**config.mk**
```make
export PLATFORM = sky130hd
export DESIGN_NAME = buzzer_melody_sequencer_unit
export DESIGN_NICKNAME = d
export VERILOG_FILES = /design/src/design/bms_pkg.sv /design/src/design/bms_sequencer.sv /design/src/design/buzzer_melody_sequencer_unit.sv
export VERILOG_INCLUDE_DIRS = /design/src /design/src/design
export SDC_FILE = /design/constraint.sdc
export NUM_CORES = 2
export LEC_CHECK = 0
export ABC_AREA = 1
export CORE_MARGIN = 4
export CORE_UTILIZATION = 55
export DETAILED_ROUTE_END_ITERATION = 7
export DONT_BUFFER_PORTS = 1
export PLACE_DENSITY = 0.68
export SLEW_MARGIN = 25
export SYNTH_ARGS = -nofsm -noshare
export SYNTH_HDL_FRONTEND = slang
export SYNTH_SLANG_ARGS = --single-unit
```
**constraint.sdc**
```tcl
create_clock -name clk -period 5.6 [get_ports clk]
set_input_delay 1.4 -clock clk [delete_from_list [all_inputs] [get_ports clk]]
set_output_delay 1.4 -clock clk [all_outputs]
set_load 0.005 [all_outputs]
```
**src/design/buzzer_melody_sequencer_unit_defines.svh**
```systemverilog
// Assertion macros for the buzzer melody sequencer top level.
`ifndef BUZZER_MELODY_SEQUENCER_UNIT_DEFINES_SVH
`define BUZZER_MELODY_SEQUENCER_UNIT_DEFINES_SVH

// Same-cycle implication, checked on the rising clock edge outside reset.
`define BMS_ASSERT_NOW(lbl, ante, cons, msg) \
	lbl: assert property (@(posedge clk) disable iff (!arst_n) (ante) |-> (cons)) \
		else $error(msg);

// Next-cycle implication, checked on the rising clock edge outside reset.
`define BMS_ASSERT_NEXT(lbl, ante, cons, msg) \
	lbl: assert property (@(posedge clk) disable iff (!arst_n) (ante) |=> (cons)) \
		else $error(msg);

`endif

```
**src/design/bms_pkg.sv**
```systemverilog
// Package with types, constants and the control store of the melody sequencer.
package bms_pkg;

	localparam int NOTE_DEPTH_DEF = 256;
	localparam logic [7:0] END_MARK = 8'hff;
	localparam logic [15:0] UNIT_TICKS_RESET = 16'd1875;
	localparam logic [15:0] GAP_TICKS_RESET = 16'd625;

	localparam logic REG_UNIT_TICKS = 1'b0;
	localparam logic REG_GAP_TICKS = 1'b1;

	typedef enum logic [1:0] {
		OP_TICK = 2'd0,
		OP_WRITE = 2'd1,
		OP_PLAY = 2'd2,
		OP_STOP = 2'd3
	} op_t;

	typedef enum logic [1:0] {
		PH_IDLE = 2'd0,
		PH_NOTE = 2'd1,
		PH_GAP = 2'd2
	} phase_t;

	typedef enum logic [3:0] {
		A_NONE,
		A_NOTE_TICK,
		A_GAP_TICK,
		A_READ_DIV,
		A_LOAD_DIV,
		A_LOAD_LEN,
		A_END,
		A_WRITE,
		A_PLAY,
		A_EMIT
	} act_t;

	typedef enum logic [2:0] {
		C_ALWAYS,
		C_PH_NOTE,
		C_PH_GAP,
		C_GAP_DONE,
		C_RD_END
	} cond_t;

	typedef logic [3:0] upc_t;

	localparam upc_t S_IDLE = 4'd0;
	localparam upc_t S_TICK = 4'd1;
	localparam upc_t S_TICK2 = 4'd2;
	localparam upc_t S_NOTE = 4'd3;
	localparam upc_t S_GAP = 4'd4;
	localparam upc_t S_FETCH = 4'd5;
	localparam upc_t S_DIV = 4'd6;
	localparam upc_t S_LEN = 4'd7;
	localparam upc_t S_END = 4'd8;
	localparam upc_t S_WRITE = 4'd9;
	localparam upc_t S_PLAY = 4'd10;
	localparam upc_t S_EMIT = 4'd11;

	typedef struct packed {
		act_t act;
		cond_t cond;
		upc_t target;
		upc_t alt;
	} ctrl_t;

	typedef struct packed {
		logic ph_note;
		logic ph_gap;
		logic gap_done;
		logic rd_end;
	} stat_t;

	function automatic ctrl_t ucode(input upc_t upc);
		ctrl_t w;
		case (upc)
			S_IDLE: w = '{A_NONE, C_ALWAYS, S_IDLE, S_IDLE};
			S_TICK: w = '{A_NONE, C_PH_NOTE, S_NOTE, S_TICK2};
			S_TICK2: w = '{A_NONE, C_PH_GAP, S_GAP, S_EMIT};
			S_NOTE: w = '{A_NOTE_TICK, C_ALWAYS, S_EMIT, S_EMIT};
			S_GAP: w = '{A_GAP_TICK, C_GAP_DONE, S_FETCH, S_EMIT};
			S_FETCH: w = '{A_READ_DIV, C_ALWAYS, S_DIV, S_DIV};
			S_DIV: w = '{A_LOAD_DIV, C_RD_END, S_END, S_LEN};
			S_LEN: w = '{A_LOAD_LEN, C_ALWAYS, S_EMIT, S_EMIT};
			S_END: w = '{A_END, C_ALWAYS, S_EMIT, S_EMIT};
			S_WRITE: w = '{A_WRITE, C_ALWAYS, S_EMIT, S_EMIT};
			S_PLAY: w = '{A_PLAY, C_ALWAYS, S_FETCH, S_FETCH};
			S_EMIT: w = '{A_EMIT, C_ALWAYS, S_IDLE, S_IDLE};
			default: w = '{A_NONE, C_ALWAYS, S_IDLE, S_IDLE};
		endcase
		return w;
	endfunction

	function automatic upc_t entry_step(input op_t op);
		upc_t s;
		case (op)
			OP_TICK: s = S_TICK;
			OP_WRITE: s = S_WRITE;
			OP_PLAY: s = S_PLAY;
			OP_STOP: s = S_END;
			default: s = S_END;
		endcase
		return s;
	endfunction

endpackage

```
**src/design/bms_sequencer.sv**
```systemverilog
// Step counter and control store that steer the melody datapath.
module bms_sequencer
	import bms_pkg::*;
(
	input logic clk,
	input logic arst_n,
	input logic start,
	input logic [1:0] operation,
	input stat_t stat,
	output ctrl_t ctrl,
	output logic busy
);

	upc_t pc_q;
	upc_t pc_next;
	logic cond_true;

	assign ctrl = ucode(pc_q);
	assign busy = (pc_q != S_IDLE);

	always_comb begin
		case (ctrl.cond)
			C_ALWAYS: cond_true = 1'b1;
			C_PH_NOTE: cond_true = stat.ph_note;
			C_PH_GAP: cond_true = stat.ph_gap;
			C_GAP_DONE: cond_true = stat.gap_done;
			C_RD_END: cond_true = stat.rd_end;
			default: cond_true = 1'b1;
		endcase
	end

	always_comb begin
		if (!busy) begin
			pc_next = start ? entry_step(op_t'(operation)) : S_IDLE;
		end else begin
			pc_next = cond_true ? ctrl.target : ctrl.alt;
		end
	end

	always_ff @(posedge clk or negedge arst_n) begin
		if (!arst_n) begin
			pc_q <= S_IDLE;
		end else begin
			pc_q <= pc_next;
		end
	end

endmodule

```
**src/design/buzzer_melody_sequencer_unit.sv**
```systemverilog
// Top level of the buzzer melody sequencer: registers, note memory and datapath.
// Usage:
// An item is taken at a rising edge with start high and busy low; operation picks
// tick, note memory write, play from address, or stop, with address and data.
// Every item gives exactly one result beat: result_valid is high for one cycle
// with speaker_level, playing and done_res; the receiver cannot hold it off.
// Steps to the result beat: write S_WRITE; stop S_END; tick S_TICK, then S_NOTE
// in a note, S_TICK2 while idle, or S_TICK2, S_GAP in a gap and, as the gap ends,
// S_FETCH, S_DIV, S_LEN or S_END; play S_PLAY, S_FETCH, S_DIV, S_LEN or S_END;
// all end in S_EMIT. Fetch: two registered note memory reads, divider then length.
// busy is high from acceptance until the result beat, so items are handled one at
// a time; the next item can be taken in the cycle of the result beat.
// unit_ticks and gap_ticks are written through the APB port at byte offsets
// 0 and 4; a read returns the value. Reset clears the player to idle with the pin
// low and loads unit_ticks 1875 and gap_ticks 625; the note memory is not
// cleared and holds whatever was written.
`include "buzzer_melody_sequencer_unit_defines.svh"

module buzzer_melody_sequencer_unit
	import bms_pkg::*;
#(
	parameter int NOTE_DEPTH = NOTE_DEPTH_DEF
) (
	input logic clk,
	input logic arst_n,
	input logic psel,
	input logic penable,
	input logic pwrite,
	input logic [2:0] paddr,
	input logic [31:0] pwdata,
	output logic [31:0] prdata,
	output logic pready,
	input logic start,
	output logic busy,
	input logic [1:0] operation,
	input logic [7:0] address,
	input logic [7:0] data,
	output logic result_valid,
	output logic speaker_level,
	output logic playing,
	output logic done_res
);

	localparam int AW = $clog2(NOTE_DEPTH);

	logic [15:0] unit_ticks_q;
	logic [15:0] gap_ticks_q;
	logic [7:0] addr_q;
	logic [7:0] data_q;
	logic [7:0] read_pointer_q;
	logic [7:0] divider_q;
	logic [7:0] divider_count_q;
	logic [7:0] units_left_q;
	logic [15:0] tick_count_q;
	phase_t phase_q;
	logic pin_q;
	logic done_q;
	logic result_valid_q;
	logic speaker_level_q;
	logic playing_q;
	logic done_res_q;
	logic [7:0] note_mem [NOTE_DEPTH];
	logic [7:0] rd_q;
	logic [7:0] rd_ptr;
	logic [16:0] tick_inc;
	logic [7:0] units_dec;
	logic cfg_wr;
	logic accept;
	ctrl_t ctrl;
	stat_t stat;

	assign pready = 1'b1;
	assign cfg_wr = psel & penable & pwrite & pready;
	assign accept = start & ~busy;

	always_comb begin
		case (paddr[2])
			REG_UNIT_TICKS: prdata = {16'd0, unit_ticks_q};
			REG_GAP_TICKS: prdata = {16'd0, gap_ticks_q};
			default: prdata = 32'd0;
		endcase
	end

	always_ff @(posedge clk or negedge arst_n) begin
		if (!arst_n) begin
			unit_ticks_q <= UNIT_TICKS_RESET;
			gap_ticks_q <= GAP_TICKS_RESET;
		end else if (cfg_wr) begin
			if (paddr[2] == REG_UNIT_TICKS) begin
				unit_ticks_q <= pwdata[15:0];
			end else begin
				gap_ticks_q <= pwdata[15:0];
			end
		end
	end

	bms_sequencer u_seq (
		.clk(clk),
		.arst_n(arst_n),
		.start(start),
		.operation(operation),
		.stat(stat),
		.ctrl(ctrl),
		.busy(busy)
	);

	assign tick_inc = {1'b0, tick_count_q} + 17'd1;
	assign units_dec = units_left_q - 8'd1;

	always_comb begin
		stat.ph_note = (phase_q == PH_NOTE);
		stat.ph_gap = (phase_q == PH_GAP);
		stat.gap_done = (tick_inc >= {1'b0, gap_ticks_q});
		stat.rd_end = (rd_q == END_MARK);
	end

	assign rd_ptr = (ctrl.act == A_LOAD_DIV) ? (read_pointer_q + 8'd1) : read_pointer_q;

	always_ff @(posedge clk) begin
		rd_q <= note_mem[rd_ptr[AW-1:0]];
		if (ctrl.act == A_WRITE) begin
			note_mem[addr_q[AW-1:0]] <= data_q;
		end
	end

	always_ff @(posedge clk) begin
		if (accept) begin
			addr_q <= address;
			data_q <= data;
		end
	end

	always_ff @(posedge clk or negedge arst_n) begin
		if (!arst_n) begin
			read_pointer_q <= 8'd0;
			divider_q <= 8'd0;
			divider_count_q <= 8'd0;
			units_left_q <= 8'd0;
			tick_count_q <= 16'd0;
			phase_q <= PH_IDLE;
			pin_q <= 1'b0;
			done_q <= 1'b0;
		end else begin
			if (accept) begin
				done_q <= 1'b0;
			end
			case (ctrl.act)
				A_NOTE_TICK: begin
					if (divider_q == 8'd0) begin
						divider_count_q <= 8'd0;
					end else if (divider_count_q >= divider_q) begin
						pin_q <= ~pin_q;
						divider_count_q <= 8'd0;
					end else begin
						divider_count_q <= divider_count_q + 8'd1;
					end
					if (tick_inc >= {1'b0, unit_ticks_q}) begin
						tick_count_q <= 16'd0;
						units_left_q <= units_dec;
						if (units_dec == 8'd0) begin
							divider_q <= 8'd0;
							phase_q <= PH_GAP;
						end
					end else begin
						tick_count_q <= tick_inc[15:0];
					end
				end
				A_GAP_TICK: begin
					divider_count_q <= 8'd0;
					tick_count_q <= tick_inc[15:0];
				end
				A_LOAD_DIV: begin
					divider_q <= rd_q;
				end
				A_LOAD_LEN: begin
					units_left_q <= rd_q;
					read_pointer_q <= read_pointer_q + 8'd2;
					tick_count_q <= 16'd0;
					if (rd_q == 8'd0) begin
						divider_q <= 8'd0;
						phase_q <= PH_GAP;
					end else begin
						phase_q <= PH_NOTE;
					end
				end
				A_END: begin
					pin_q <= 1'b0;
					divider_q <= 8'd0;
					divider_count_q <= 8'd0;
					units_left_q <= 8'd0;
					tick_count_q <= 16'd0;
					phase_q <= PH_IDLE;
					done_q <= 1'b1;
				end
				A_PLAY: begin
					read_pointer_q <= addr_q;
					pin_q <= 1'b0;
					divider_count_q <= 8'd0;
				end
				default: begin
				end
			endcase
		end
	end

	always_ff @(posedge clk or negedge arst_n) begin
		if (!arst_n) begin
			result_valid_q <= 1'b0;
		end else begin
			result_valid_q <= (ctrl.act == A_EMIT);
		end
	end

	always_ff @(posedge clk) begin
		if (ctrl.act == A_EMIT) begin
			speaker_level_q <= pin_q;
			playing_q <= (phase_q != PH_IDLE);
			done_res_q <= done_q;
		end
	end

	assign result_valid = result_valid_q;
	assign speaker_level = speaker_level_q;
	assign playing = playing_q;
	assign done_res = done_res_q;

	`BMS_ASSERT_NEXT(a_accept_busy, accept, busy, "Accepted item did not make the block busy.")
	`BMS_ASSERT_NEXT(a_one_beat, result_valid, !result_valid, "Result beat lasted more than one cycle.")
	`BMS_ASSERT_NOW(a_idle_pin_low, phase_q == PH_IDLE, !pin_q, "Speaker pin high while idle.")
	`BMS_ASSERT_NOW(a_note_units, phase_q == PH_NOTE, units_left_q != 8'd0, "Note phase with no units left.")
	`BMS_ASSERT_NOW(a_done_idle, result_valid && done_res, !playing, "Done beat reported a tune still playing.")

endmodule
```
# Yosys cells after proc, flatten, opt, wreduce, memory -nomap -nowiden

Memories as Yosys holds them, arrays and structs flattened. A register that Yosys moved wholly into a read port is not among the register bits.
Cells that the tools add are included.

Add/subtract/negate cells: 5
$lt $le $gt $ge: 3
Equal/unequal tests: 23
Multiplexer cells: 30
Bitwise logic cells: 6
Reduce and logical (&&, ||, !) cells: 22

Operators with widths:

| kind                    | number |
|---|---|
| $pmux W32 S2            | 1 |
| $mux W8                 | 7 |
| $pmux W16 S3            | 1 |
| $ge A17 B16 Y1          | 2 |
| $pmux W8 S2             | 2 |
| $pmux W8 S4             | 1 |
| $logic_not A8 Y1        | 3 |
| $pmux W8 S3             | 1 |
| $add A16 B1 Y17 const B | 1 |
| $add A8 B1 Y8 const B   | 2 |
| $eq A4 B3 Y1 const B    | 4 |
| $mux W16                | 1 |
| $pmux W4 S4             | 1 |
| $mux W4                 | 3 |
| $ne A2 B2 Y1 const B    | 5 |
| $reduce_bool A2 Y1      | 5 |
| $add A8 B2 Y8 const B   | 1 |
| $eq A4 B4 Y1 const B    | 2 |
| $eq A8 B8 Y1 const B    | 1 |
| $ge A8 B8 Y1            | 1 |
| $reduce_bool A4 Y1      | 2 |
| $sub A8 B1 Y8 const B   | 1 |
| $eq A2 B2 Y1 const B    | 3 |
| $eq A3 B2 Y1 const B    | 2 |
| 19 further kinds        | 36 |

Register bits: 108
Memory bits (writable): 2048
Memory bits (read-only): 240
Input bits: 59
Output and inout bits: 38
Word-level logic and storage cells: 108
Memories kept: 2

Memories:

| memory          | depth | width | rd ports | clocked after memory_dff | write ports | RTL line                           | text |
|---|---|---|---|---|---|---|---|
| note_mem        | 256   | 8     | 1        | 1                        | 1           | buzzer_melody_sequencer_unit.sv:62 | `logic [7:0] note_mem [NOTE_DEPTH];` |
| (no name shown) | 16    | 15    | 1        | 0                        | 0           | bms_pkg.sv:77                      | `case (upc)` |

# Depth between registers and ports, before layout

Depth in word-level cells: 5
Gate-level depth with buffers: 24
Depth with buffers taken out: 24

# Cells and area by module

From an unflattened synthesis, not the netlist that was laid out.

Cell total of the unflattened synthesis: 8916
Area, all modules: 96623.9 um^2

Modules (own cells, without submodules):

| module                       | instances | cells each | area each (um^2) | seq. area each (um^2) |
|---|---|---|---|---|
| buzzer_melody_sequencer_unit | 1         | 8827       | 96082.2          | 64371.7 |
| bms_sequencer                | 1         | 89         | 541.8            | 100.1 |

# Worst setup path after synthesis

No wires, ideal clock.

Kind: reg2reg
Start point: reg data_q[0]
End point: mem note_mem[0][0], data pin
Library setup time: 0.817 ns
Arrival time: 3.228 ns
Required time: 4.783 ns
Setup slack: 1.554 ns
Cell stages (with the launch flop): 1
Buffers on the path: 0
Clock period less this slack: 4.046 ns
Cells stage by stage: edfxtp_1

RTL lines:

| item                   | RTL line                            | text |
|---|---|---|
| from (decl)            | buzzer_melody_sequencer_unit.sv:49  | `logic [7:0] data_q;` |
| from (signal assigned) | buzzer_melody_sequencer_unit.sv:129 | `data_q <= data;` |
| to (decl)              | buzzer_melody_sequencer_unit.sv:62  |  |

No word-level cell before the write port.

# Worst setup path after layout

Start point: reg u_seq.pc_q[1]
End point: reg rd_q[2], read port of note_mem

Word-level cells in the longest chain between the ends: 3

RTL lines:

| item                   | RTL line                            | text |
|---|---|---|
| from (decl)            | bms_sequencer.sv:14                 | `upc_t pc_q;` |
| from (signal assigned) | bms_sequencer.sv:44                 | `pc_q <= pc_next;` |
| $mem_v2 Z16 W15        | -                                   |  |
| $eq A4 B3 Y1           | buzzer_melody_sequencer_unit.sv:117 | `assign rd_ptr = (ctrl.act == A_LOAD_DIV) ? (read_pointer_q + 8'd1) : read_pointer_q;` |
| $mux W8                | buzzer_melody_sequencer_unit.sv:117 |  |
| to (decl)              | buzzer_melody_sequencer_unit.sv:63  | `logic [7:0] rd_q;` |

Every way passes these cells.
A chain may end at the register's enable or synchronous reset.

==> results.json <==
{
  "skew_ns": 0.0229,
  "peakVddDrop_mv": 0.715,
  "relSlewSlack_pct": 27.4,
  "crit_path_cell_trace": "ha_1 -> inv_1 -> nand2_1 -> nand2_1 -> nand4_2 -> buf_4 -> nand2_4 -> nand2_8 -> buf_12 -> buf_4 -> buf_4 -> nand2_1 -> o211ai_1 -> nand3_1 -> nand3_1 -> nand3_1 -> nand3_1 -> nand3_1 -> nand3_1 -> nand2_1",
  "hp-class": "in2async",
  "cts-root-buf": "clkbuf_16",
  "die_h_um": 424,
  "worst_setup_path_end_kind": "flip-flop",
  "pin_count": 97,
  "netlist_area_mm2": 0.0952,
  "max_stage_delay_ns": 0.52,
  "final_cell_mix": "2082 x nand2_1, 2067 x edfxtp_1, 1575 x nand3_1",
  "post-route-drc-count": 0,
  "syn2layout_area_growth_pct": 9.34,
  "worst-setup-path-type": "reg2reg",
  "hpwl_mm": 137,
  "numCtsBuffers": 213,
  "critical_path.top_delay_family": "simple AND/OR/NAND/NOR gates",
  "ys_ff_latch": 2164,
  "r2r_cells": 20,
  "grt_max_degree": 209,
  "via_per_inst": 5.77,
  "fillCellCount": 13500,
  "place_congestion": 0.951,
  "timing.critical_path.buf_inv": 5,
  "h-tree-depth": 4,
  "grt_usage_pct": 27.0,
  "grt_pass1_vias": 61100,
  "port_buffers": 0,
  "ys.warnings.count": 0,
  "worst_pin_slew_ns": 1.09,
  "reg2reg_to": "rd_q[2]",
  "start_util_pct": 55.4,
  "nets": 8638,
  "finalInstanceArea_mm2": 0.104,
  "maxCapViolations": 0,
  "grt_overflow": 0,
  "first_pass_iters": 6,
  "drive_gt1_share_pct": 5.44,
  "antenna_found_initial": 8,
  "wl_mm": 246,
  "die_w_um": 424,
  "wl_per_cell_um": 22.3,
  "hold_buffers": 0,
  "setup_viol": 0,
  "period_share_pct": 79.0,
  "clock.fmax_mhz": 226,
  "path_max_fanout": 45,
  "rrSetupSlack_ns": 1.17,
  "drt-initial-drc-count": 7418,
  "hold_violations": 0,
  "dieArea_mm2": 0.180,
  "cts-resized-gates": 0,
  "rsz0062_at_grt": "false",
  "layout_commonest_cell": "nand2_1",
  "postCtsSetupBuffers": 0,
  "place_area_mm2": 0.0971,
  "clk-insertion-delay-late_ns": 0.85,
  "r2r_start": "u_seq.pc_q[1]",
  "grt_pass1_wl_mm": 372,
  "synth_area_per_cell_um2": 10.9,
  "tritoncts": "done",
  "rows": 152,
  "critPathLaunchType": "flip-flop",
  "tns_ns": 0,
  "yosysSeqAreaShare_pct": 67.8,
  "clockBufferDepth": 3,
  "crit_start": "u_seq.pc_q[1]",
  "clk_pin_slew_ns": 0.06,
  "syn_inst": 8742,
  "vias": 63600,
  "cp_data_arrival_time_ns": 5.15,
  "p_leak_uw": 0.0399,
  "core_area_mm2": 0.172,
  "crit_top_cell": "nand3_1",
  "post-route-min-period_ns": 4.43,
  "clock_sinks": 2164,
  "power.density_mw_per_mm2": 487,
  "yosysUniqueCellTypes": 41,
  "crit_slowest_cell": "dfrtp_1",
  "postRouteAntennaNets": 0,
  "slew_violations": 0,
  "crit_required_ns": 6.32,
  "outcome": "completed"
}
-- registers in the layout, indices dropped and copies added (netlist names), 2 cells and up --
name and cells:
addr_q 8, data_q 8, divider_count_q 8, divider_q 8
gap_ticks_q 16, note_mem 2048, phase_q 2, rd_q 8
read_pointer_q 8, tick_count_q 16, u_seq.pc_q 4, unit_ticks_q 16
units_left_q 8
-- area by class of cell --
class                   instances  area (um^2)  share of cell area, %
flip-flops and latches       2164        64500                   62.0
inverters                     965         3640                   3.50
repair buffers                122         1490                   1.44
well taps                    2310         2890                   2.78
diodes                          6         15.0                 0.0144
multi-input cells            5063        24700                   23.7
clock buffers                 256         5510                   5.30
clock inverters               132         1360                   1.31
-- power by group --
| part | internal, uW | total (uW) | switching [uW] |
|---|---|---|---|
| registers | 18600 | 18900 | 267 |
| clock network | 8120 | 14200 | 6080 |
| logic | 4780 | 17600 | 12800 |
| total | 31500 | 50700 | 19200 |
-- how the worst max path moves through the flow --
stage / cells past startpoint / slack (ns) / endpoint
3_5_place_dp: 19 / 1.33 / rd_q[7]
2_1_floorplan: 0 / 1.55 / note_mem[0][0]
5_1_grt: 21 / 0.84 / units_left_q[5]
4_1_cts: 20 / 1.27 / rd_q[2]
3_3_place_gp: 19 / 1.35 / rd_q[7]
6_report: 20 / 1.17 / rd_q[2]
-- worst register-to-register path, stage by stage, from the launching register on --
cell and delay, ns:
dfrtp_1 0.52, ha_1 0.25, inv_1 0.05, nand2_1 0.09, nand2_1 0.08, nand4_2 0.07, buf_4 0.24, nand2_4 0.31
nand2_8 0.38, buf_12 0.30, buf_4 0.48, buf_4 0.26, nand2_1 0.07, o211ai_1 0.09, nand3_1 0.10, nand3_1 0.09
nand3_1 0.08, nand3_1 0.24, nand3_1 0.24, nand3_1 0.26, nand2_1 0.10
-- per-stage QoR --
| stage | total power (uW) | hold WS, ns | cells | setup WS, ns | util (%) |
|---|---|---|---|---|---|
| final | 50700 | 0.253 | 11000 | 1.17 | 60.6 |
| after global placement | 36200 | 0.436 | 10600 | 1.35 | 56.5 |
| after floorplan | 30900 | 0.419 | 8757 | 1.55 | - |
| after detailed placement | 36500 | 0.442 | 10600 | 1.33 | 56.6 |
| after global routing | 53100 | 0.201 | 11000 | 0.835 | 60.6 |
| after CTS | 50600 | 0.169 | 11000 | 1.27 | 60.6 |
-- cell usage after synthesis, drive strengths merged --
master	instances	area share, %
clkbuf	183	0.72
xor2	28	0.27
o21bai	2	0.016
a221oi	1	0.0092
a21oi	35	0.18
and3	3	0.020
nor3	17	0.089
dfrtp	77	2.0
o22ai	13	0.085
or2	8	0.053
a41o	1	0.011
o221ai	3	0.028
o21a	8	0.063
a22oi	4	0.032
conb	2	0.0079
dfstp	12	0.33
nand4	9	0.072
buf	382	2.0
nand3	1575	8.3
o211ai	112	0.88
dfxtp	8	0.17
xnor2	2	0.018
nand3b	505	4.0
edfxtp	2067	65
inv	965	3.8
nor4	9	0.059
nor2	298	1.2
nand2	2102	8.3
ha	50	0.66
a211oi	3	0.024
o21ai	258	1.4
-- layer usage --
metal,vias up,share of wire (%),GRT usage (%)
met2,2916,47,43.0
li1,29500,-,-
met3,532,9.1,4.91
met5,-,0,0
met4,0,3.9,10.9
met1,30700,40,37.2
-- kinds of logic after synthesis --
group | count (synthesis) | share of synthesized area, %
adders and majority gates | 50 | 0.657
and+or+nand+nor | 4526 | 22.1
buffers and inverters | 1530 | 6.55
AOI/OAI and AO/OA | 440 | 2.70
DFF | 2164 | 67.8
other | 2 | 0.00789
xor gates and xnor gates | 30 | 0.284
Power figures use the tool's default switching activity.
